## src/design/n2a_pkg.sv

```systemverilog
`timescale 1ns / 1ps
// ----------------------------------------------------------------------------
// n2a_pkg
// Shared types, constants and helpers for the number to ASCII formatter.
// ----------------------------------------------------------------------------
package n2a_pkg;

  localparam int unsigned N2A_CELLS   = 10;
  localparam int unsigned CNT_W       = $clog2(N2A_CELLS + 1);
  localparam int unsigned BCD_DIGITS  = 5;
  localparam int unsigned BCD_W       = 4 * BCD_DIGITS;
  localparam int unsigned BCD_HALF_W  = 12;

  localparam logic [7:0] CH_ZERO = 8'h30;
  localparam logic [7:0] CH_A    = 8'h41;
  localparam logic [7:0] CH_X    = 8'h78;
  localparam logic [7:0] CH_S    = 8'h73;
  localparam logic [7:0] CH_LF   = 8'h0A;

  typedef enum logic [2:0] {
    OP_HEX_0X    = 3'd0,
    OP_HEX_X     = 3'd1,
    OP_DEC8_PAD  = 3'd2,
    OP_DEC8_SHORT = 3'd3,
    OP_DEC16     = 3'd4,
    OP_FRAME     = 3'd5
  } n2a_op_t;

  typedef struct packed {
    logic       vld;
    logic [7:0] ch;
    logic       last;
  } n2a_slot_t;

  function automatic logic [7:0] hex_char(input logic [3:0] nib);
    logic [7:0] ext;
    ext = {4'h0, nib};
    if (nib < 4'd10) begin
      return CH_ZERO + ext;
    end
    return CH_A + ext - 8'd10;
  endfunction

  function automatic logic [7:0] dec_char(input logic [3:0] dig);
    return CH_ZERO + {4'h0, dig};
  endfunction

endpackage

```

## src/design/n2a_if.sv

```systemverilog
`timescale 1ns / 1ps
// ----------------------------------------------------------------------------
// n2a_in_if / n2a_out_if
// Valid/ready channels for number words and character words.
// ----------------------------------------------------------------------------
interface n2a_in_if;
  logic        valid;
  logic        ready;
  logic [2:0]  op;
  logic [31:0] value;

  modport source (output valid, output op, output value, input ready);
  modport sink   (input valid, input op, input value, output ready);
endinterface

interface n2a_out_if;
  logic       valid;
  logic       ready;
  logic [7:0] char_out;
  logic       last;

  modport source (output valid, output char_out, output last, input ready);
  modport sink   (input valid, input char_out, input last, output ready);
endinterface

```

## src/design/n2a_dabble.sv

```systemverilog
`timescale 1ns / 1ps
// ----------------------------------------------------------------------------
// n2a_dabble
// Eight shift-and-add-3 steps of binary to BCD conversion.
// ----------------------------------------------------------------------------
module n2a_dabble (
  input  logic [n2a_pkg::BCD_W-1:0] bcd_in,
  input  logic [7:0]                bits_in,
  output logic [n2a_pkg::BCD_W-1:0] bcd_out
);

  logic [n2a_pkg::BCD_W-1:0] acc;

  always_comb begin
    acc = bcd_in;
    for (int s = 0; s < 8; s++) begin
      for (int d = 0; d < n2a_pkg::BCD_DIGITS; d++) begin
        if (acc[4*d +: 4] >= 4'd5) begin
          acc[4*d +: 4] = acc[4*d +: 4] + 4'd3;
        end
      end
      acc = {acc[n2a_pkg::BCD_W-2:0], bits_in[7-s]};
    end
    bcd_out = acc;
  end

endmodule

```

## src/design/n2a_cell.sv

```systemverilog
`timescale 1ns / 1ps
// ----------------------------------------------------------------------------
// n2a_cell
// One character slot of the output chain; loads or takes its neighbor.
// ----------------------------------------------------------------------------
module n2a_cell (
  input  logic                clk,
  input  logic                rst_n,
  input  logic                load,
  input  n2a_pkg::n2a_slot_t  load_slot,
  input  logic                shift,
  input  n2a_pkg::n2a_slot_t  next_slot,
  output n2a_pkg::n2a_slot_t  slot_q
);

  n2a_pkg::n2a_slot_t slot_r;
  n2a_pkg::n2a_slot_t slot_nxt;

  always_comb begin
    slot_nxt = slot_r;
    if (load) begin
      slot_nxt = load_slot;
    end else if (shift) begin
      slot_nxt = next_slot;
    end
  end

  always_ff @(posedge clk) begin
    if (!rst_n) begin
      slot_r <= '0;
    end else begin
      slot_r <= slot_nxt;
    end
  end

  assign slot_q = slot_r;

endmodule

```

## src/design/number_to_ascii_formatter_core.sv

```systemverilog
`timescale 1ns / 1ps
// ----------------------------------------------------------------------------
// number_to_ascii_formatter_core
// A word is registered in the conversion stage, then loaded into the chain,
// whose first cell offers it. One character per cycle while the output is
// ready; a word has 0 to 10 characters, the next word follows with no gap.
// Rate is set by the ten-cell character chain and its single output port.
// Reset: synchronous, active low; clears the chain and s1_vld_r.
// ----------------------------------------------------------------------------
module number_to_ascii_formatter_core (
  input  logic         clk,
  input  logic         rst_n,
  n2a_in_if.sink       in_chan,
  n2a_out_if.source    out_chan
);

  localparam int unsigned N = n2a_pkg::N2A_CELLS;

  logic                               s1_vld_r, s1_vld_nxt;
  logic [2:0]                         s1_op_r;
  logic [31:0]                        s1_val_r;
  logic [n2a_pkg::BCD_HALF_W-1:0]     s1_bcd_r;

  logic [7:0]                         hi_bits;
  logic [n2a_pkg::BCD_W-1:0]          bcd_hi;
  logic [n2a_pkg::BCD_W-1:0]          bcd_full;

  logic                               in_fire, out_fire, load_ok, load;
  logic [7:0]                         chr [N];
  logic [n2a_pkg::CNT_W-1:0]          n_chr;
  n2a_pkg::n2a_slot_t                 load_slot [N];
  n2a_pkg::n2a_slot_t                 chain_q [N+1];

  assign out_fire = chain_q[0].vld && out_chan.ready;
  assign load_ok  = !chain_q[1].vld && (!chain_q[0].vld || out_chan.ready);
  assign load     = s1_vld_r && load_ok;
  assign in_chan.ready = !s1_vld_r || load_ok;
  assign in_fire  = in_chan.valid && in_chan.ready;

  assign hi_bits = (n2a_pkg::n2a_op_t'(in_chan.op) == n2a_pkg::OP_DEC16) ?
                   in_chan.value[15:8] : 8'h00;

  n2a_dabble u_dabble_hi (
    .bcd_in  ('0),
    .bits_in (hi_bits),
    .bcd_out (bcd_hi)
  );

  n2a_dabble u_dabble_lo (
    .bcd_in  ({{(n2a_pkg::BCD_W-n2a_pkg::BCD_HALF_W){1'b0}}, s1_bcd_r}),
    .bits_in (s1_val_r[7:0]),
    .bcd_out (bcd_full)
  );

  always_comb begin
    s1_vld_nxt = s1_vld_r;
    if (in_fire) begin
      s1_vld_nxt = 1'b1;
    end else if (load) begin
      s1_vld_nxt = 1'b0;
    end
  end

  always_ff @(posedge clk) begin
    if (!rst_n) begin
      s1_vld_r <= 1'b0;
    end else begin
      s1_vld_r <= s1_vld_nxt;
    end
  end

  always_ff @(posedge clk) begin
    if (in_fire) begin
      s1_op_r  <= in_chan.op;
      s1_val_r <= in_chan.value;
      s1_bcd_r <= bcd_hi[n2a_pkg::BCD_HALF_W-1:0];
    end
  end

  always_comb begin
    for (int i = 0; i < N; i++) begin
      chr[i] = 8'h00;
    end
    n_chr = '0;
    case (n2a_pkg::n2a_op_t'(s1_op_r))
      n2a_pkg::OP_HEX_0X: begin
        chr[0] = n2a_pkg::CH_ZERO;
        chr[1] = n2a_pkg::CH_X;
        chr[2] = n2a_pkg::hex_char(s1_val_r[7:4]);
        chr[3] = n2a_pkg::hex_char(s1_val_r[3:0]);
        n_chr  = n2a_pkg::CNT_W'(4);
      end
      n2a_pkg::OP_HEX_X: begin
        chr[0] = n2a_pkg::CH_X;
        chr[1] = n2a_pkg::hex_char(s1_val_r[7:4]);
        chr[2] = n2a_pkg::hex_char(s1_val_r[3:0]);
        n_chr  = n2a_pkg::CNT_W'(3);
      end
      n2a_pkg::OP_DEC8_PAD: begin
        chr[0] = n2a_pkg::dec_char(bcd_full[11:8]);
        chr[1] = n2a_pkg::dec_char(bcd_full[7:4]);
        chr[2] = n2a_pkg::dec_char(bcd_full[3:0]);
        n_chr  = n2a_pkg::CNT_W'(3);
      end
      n2a_pkg::OP_DEC8_SHORT: begin
        if (bcd_full[11:8] != 4'd0) begin
          chr[0] = n2a_pkg::dec_char(bcd_full[11:8]);
          chr[1] = n2a_pkg::dec_char(bcd_full[7:4]);
          chr[2] = n2a_pkg::dec_char(bcd_full[3:0]);
          n_chr  = n2a_pkg::CNT_W'(3);
        end else if (bcd_full[7:4] != 4'd0) begin
          chr[0] = n2a_pkg::dec_char(bcd_full[7:4]);
          chr[1] = n2a_pkg::dec_char(bcd_full[3:0]);
          n_chr  = n2a_pkg::CNT_W'(2);
        end else begin
          chr[0] = n2a_pkg::dec_char(bcd_full[3:0]);
          n_chr  = n2a_pkg::CNT_W'(1);
        end
      end
      n2a_pkg::OP_DEC16: begin
        for (int d = 0; d < n2a_pkg::BCD_DIGITS; d++) begin
          chr[d] = n2a_pkg::dec_char(bcd_full[4*(n2a_pkg::BCD_DIGITS-1-d) +: 4]);
        end
        n_chr = n2a_pkg::CNT_W'(n2a_pkg::BCD_DIGITS);
      end
      n2a_pkg::OP_FRAME: begin
        chr[0] = n2a_pkg::CH_S;
        for (int k = 0; k < 8; k++) begin
          chr[k+1] = n2a_pkg::hex_char(s1_val_r[4*(7-k) +: 4]);
        end
        chr[9] = n2a_pkg::CH_LF;
        n_chr  = n2a_pkg::CNT_W'(10);
      end
      default: begin
        n_chr = '0;
      end
    endcase
  end

  always_comb begin
    for (int i = 0; i < N; i++) begin
      load_slot[i].vld  = n2a_pkg::CNT_W'(i) < n_chr;
      load_slot[i].ch   = chr[i];
      load_slot[i].last = n2a_pkg::CNT_W'(i + 1) == n_chr;
    end
  end

  assign chain_q[N] = '0;

  for (genvar g = 0; g < N; g++) begin : g_cell
    n2a_cell u_cell (
      .clk       (clk),
      .rst_n     (rst_n),
      .load      (load),
      .load_slot (load_slot[g]),
      .shift     (out_fire),
      .next_slot (chain_q[g+1]),
      .slot_q    (chain_q[g])
    );
  end

  assign out_chan.valid    = chain_q[0].vld;
  assign out_chan.char_out = chain_q[0].ch;
  assign out_chan.last     = chain_q[0].last;

endmodule
```

## src/flat_wrapper.sv

```systemverilog
// flat-port wrapper written by rule: the top's interface ports become plain ports
module number_to_ascii_formatter_core_flat 
  (clk, rst_n, in_chan_valid, in_chan_op, in_chan_value, in_chan_ready, out_chan_valid, out_chan_char_out, out_chan_last, out_chan_ready);
  n2a_in_if in_chan_i ();
  n2a_out_if out_chan_i ();
  input  logic clk;
  input  logic rst_n;
  input wire logic [$bits(in_chan_i.valid)-1:0] in_chan_valid;
  input wire logic [$bits(in_chan_i.op)-1:0] in_chan_op;
  input wire logic [$bits(in_chan_i.value)-1:0] in_chan_value;
  output wire logic [$bits(in_chan_i.ready)-1:0] in_chan_ready;
  output wire logic [$bits(out_chan_i.valid)-1:0] out_chan_valid;
  output wire logic [$bits(out_chan_i.char_out)-1:0] out_chan_char_out;
  output wire logic [$bits(out_chan_i.last)-1:0] out_chan_last;
  input wire logic [$bits(out_chan_i.ready)-1:0] out_chan_ready;
  assign in_chan_i.valid = in_chan_valid;
  assign in_chan_i.op = in_chan_op;
  assign in_chan_i.value = in_chan_value;
  assign in_chan_ready = in_chan_i.ready;
  assign out_chan_valid = out_chan_i.valid;
  assign out_chan_char_out = out_chan_i.char_out;
  assign out_chan_last = out_chan_i.last;
  assign out_chan_i.ready = out_chan_ready;
  number_to_ascii_formatter_core u_core (.clk(clk), .rst_n(rst_n), .in_chan(in_chan_i), .out_chan(out_chan_i));
endmodule
```

## config.mk

```make
export PLATFORM = sky130hd
export DESIGN_NAME = number_to_ascii_formatter_core_flat
export DESIGN_NICKNAME = d
export VERILOG_FILES = /design/src/design/n2a_pkg.sv /design/src/design/n2a_if.sv /design/src/design/n2a_dabble.sv /design/src/design/n2a_cell.sv /design/src/design/number_to_ascii_formatter_core.sv /design/src/flat_wrapper.sv
export SDC_FILE = /design/constraint.sdc
export NUM_CORES = 1
export LEC_CHECK = 0
export BUFFER_PORTS_ARGS = -buffer_cell sky130_fd_sc_hd__buf_2
export CORE_MARGIN = 5
export CORE_UTILIZATION = 60
export DETAILED_ROUTE_END_ITERATION = 8
export PLACE_DENSITY = 0.85
export SLEW_MARGIN = 20
export SYNTH_ARGS = -nofsm -noshare
export SYNTH_HDL_FRONTEND = slang
export SYNTH_SLANG_ARGS = --single-unit
```

## constraint.sdc

```tcl
create_clock -name clk -period 8.9 [get_ports clk]
set_input_delay 1.335 -clock clk [delete_from_list [all_inputs] [get_ports clk]]
set_output_delay 1.335 -clock clk [all_outputs]
set_load 0.05 [all_outputs]
```

==> flow_summary.toml <==
[routing]
first_pass_iters = 7
vias = 11350
ant_nets = 0
wire_per_inst_um = 18.0
routed_wl_um = 30900
drtIter0Drc = 1446
drc = 0
avgViaCountPerCell = 6.61

[run_status]
outcome = "finished, final reports clean"

[layout]
area_growth_pct = 8.49
num-nets-final = 1567
fin_area_sq_um = 12100
final_cell_mix = "nand2_1 (183), o21ai_0 (148), a21oi_1 (132)"
n_antenna_cell = 0
final_common_cell = "nand2_1"
drive_gt1_share_pct = 10.9
finalNonFillerCells = 1717

[clocking]
clk_latency_ps = 440
tritoncts = "built"
cts.sinks = 130
cts_root_buf = "clkbuf_16"
cts-htree-levels = 4
clk_pin_slew_ps = 60
cts_inserted_buffers = 17
cts_buffer_depth = 2

[synthesis]
synthTopCellsByArea = "dfxtp_1 (15%), edfxtp_1 (12%), o21ai_0 (6.7%), nand2_1 (6.2%), a21oi_1 (6.1%)"
ys.warnings.count = 0
ys_seq_area_share_pct = 27.4
postSynthCellCount = 1477
synth_nets = 1568
ys_async_sr_fraction_pct = 0
synth_cell_types = 94
ys_ff_latch = 130
synth_top_cell_by_area = "dfxtp_1"
netlist_area_sq_um = 11200
synth_edf_count = 45
synth_top_cell_area_share_pct = 15.3
synth_ff_type = "dfxtp_1"
syn-mean-instance-area_sq_um = 7.55

[critical_path]
crit_buf_inv = 5
crit_required_ps = 9260
crit_start = "u_core.s1_bcd_r[1]"
end_kind = "flop"
max_stage_delay_ps = 550
path_class = "flop to flop"
crit_path_frequent_cell = "ha_1"
r2r_start = "u_core.s1_bcd_r[1]"
start_kind = "flop"
cpLargestDelayFamily = "compound AO/OA/AOI/OAI gates"
crit_fanout = 15
slowest_stage = "or4b_1"
cp.arrival_ps = 8830

[timing]
layout_setup_ws_ps = 433
fin_crit_sh_pct = 95.1
final_max_slew_viol_count = 0
finalClockSkew_ps = 13.0
fin_crit_ps = 8470
slew_headroom_pct = 28.5
hold_viol_final = 0
whs_ps = 453
tightest_slew_ps = 1070
finalSetupViolCount = 0
fmax_ghz = 0.118

[placement]
dpl.cell_count = 1681
io_buffers = 48
gp_congestion = 0.960
post-place-ws_ps = 21.7
placed_area_sq_um = 11400
dpl.hpwl_um = 21400

[die]
fp-row-count = 49
die_width_um = 146
start_util_pct = 61.5
core_sq_um = 18100
dieArea_sq_um = 21400
ios = 50
die_y_um = 146

[grt]
grt_remaining_overflow = 0
grt_pass1_vias = 9832
grt_pass1_wl_um = 48500
grt_max_degree = 80
grt.total_usage_pct = 27.0
grt_antenna_before_repair = 0

[hold_path]
hold_start = "u_core.g_cell[8].u_cell.slot_q[0]"
min_path_type = "flop to flop"

[run]
drv_cap = 0
[path summary, 6_finish.rpt]
| path | end | slack [ps] | cells past startpoint |
|---|---|---|---|
| worst max register to register | u_core.g_cell[1].u_cell.slot_q[2] | 430 | 36 |
| worst min register to register | u_core.g_cell[7].u_cell.slot_q[0] | 450 | 2 |
| worst max-delay path | u_core.g_cell[1].u_cell.slot_q[2] | 430 | 36 |
| worst min-delay path | u_core.g_cell[7].u_cell.slot_q[0] | 450 | 2 |
[metrics by stage]
step           TNS [ps]  utilization, %
6_report              0            66.7
5_1_grt           -52.5            66.7
3_5_place_dp          0            63.0
4_1_cts               0            66.0
2_1_floorplan         0               -
3_3_place_gp          0            63.0
[state kept, by name (all words and copies together) (netlist names)]
signal and cells:
u_core.g_cell.u_cell.slot_q 84, u_core.s1_bcd_r 10, u_core.s1_op_r 3, u_core.s1_val_r 32
u_core.s1_vld_r 1
[synthesized netlist by cell type, drive strengths merged (11+ instances only)]
cell    instances
and2           32
mux2           11
o211a          11
o211ai         17
buf            20
clkbuf         70
mux2i          37
inv            80
xnor2          32
nor2b          20
nand3          52
o21a           21
nor2           90
a21o           16
o21ai         157
a31oi          27
ha             52
nor3           39
edfxtp         45
nand2         184
and3           11
a21oi         135
a211oi         12
o22ai          21
dfxtp          85
nand2b         13
[kinds of logic (layout without fill, tap and decap cells)]
family	after synthesis	in the layout	synth area share (%)
adder cells (fa/ha/maj)	54	54	6.01
XOR/XNOR	39	39	3.13
multiplexers	48	48	4.66
flip-flops	130	130	27.4
other	1	1	0.0336
AO/OA/AOI/OAI	535	535	30.9
AND/OR/NAND/NOR	499	499	21.7
buffers and inverters	171	182	6.18
[routing by layer]
metal,part of all wire (%),up-vias,global-route usage (%),routed length [um]
met1,41,5205,36.8,12800
li1,-,5438,-,-
met5,0,-,0,0
met3,9.8,83,6.04,3040
met2,46,624,42.9,14300
met4,2.6,0,8.42,796
[tightest hold or removal path: cells and delay by family (launching register included)]
kind | cells | cell delay [ps]
DFF | 1 | 310
AOI/OAI and AO/OA | 1 | 50
and+or+nand+nor | 1 | 50
[area by class of cell]
cell class	instances	area (sq um)
inverters	81	307
clock buffers	22	485
multi-input cells	1176	7490
well taps	229	287
flip-flops and latches	130	3050
fillers	1502	6050
clock inverters	9	70.1
repair buffers	70	405
[timing repair]
action	CTS	global route
resized for setup	0	18
hold buffers	0	0
endpoints found under the setup margin	0	23
buffers inserted	0	5
Power is left out: the tool's default activity adds up to more than one toggle a clock period on the data nets, which glitch-free logic cannot reach.
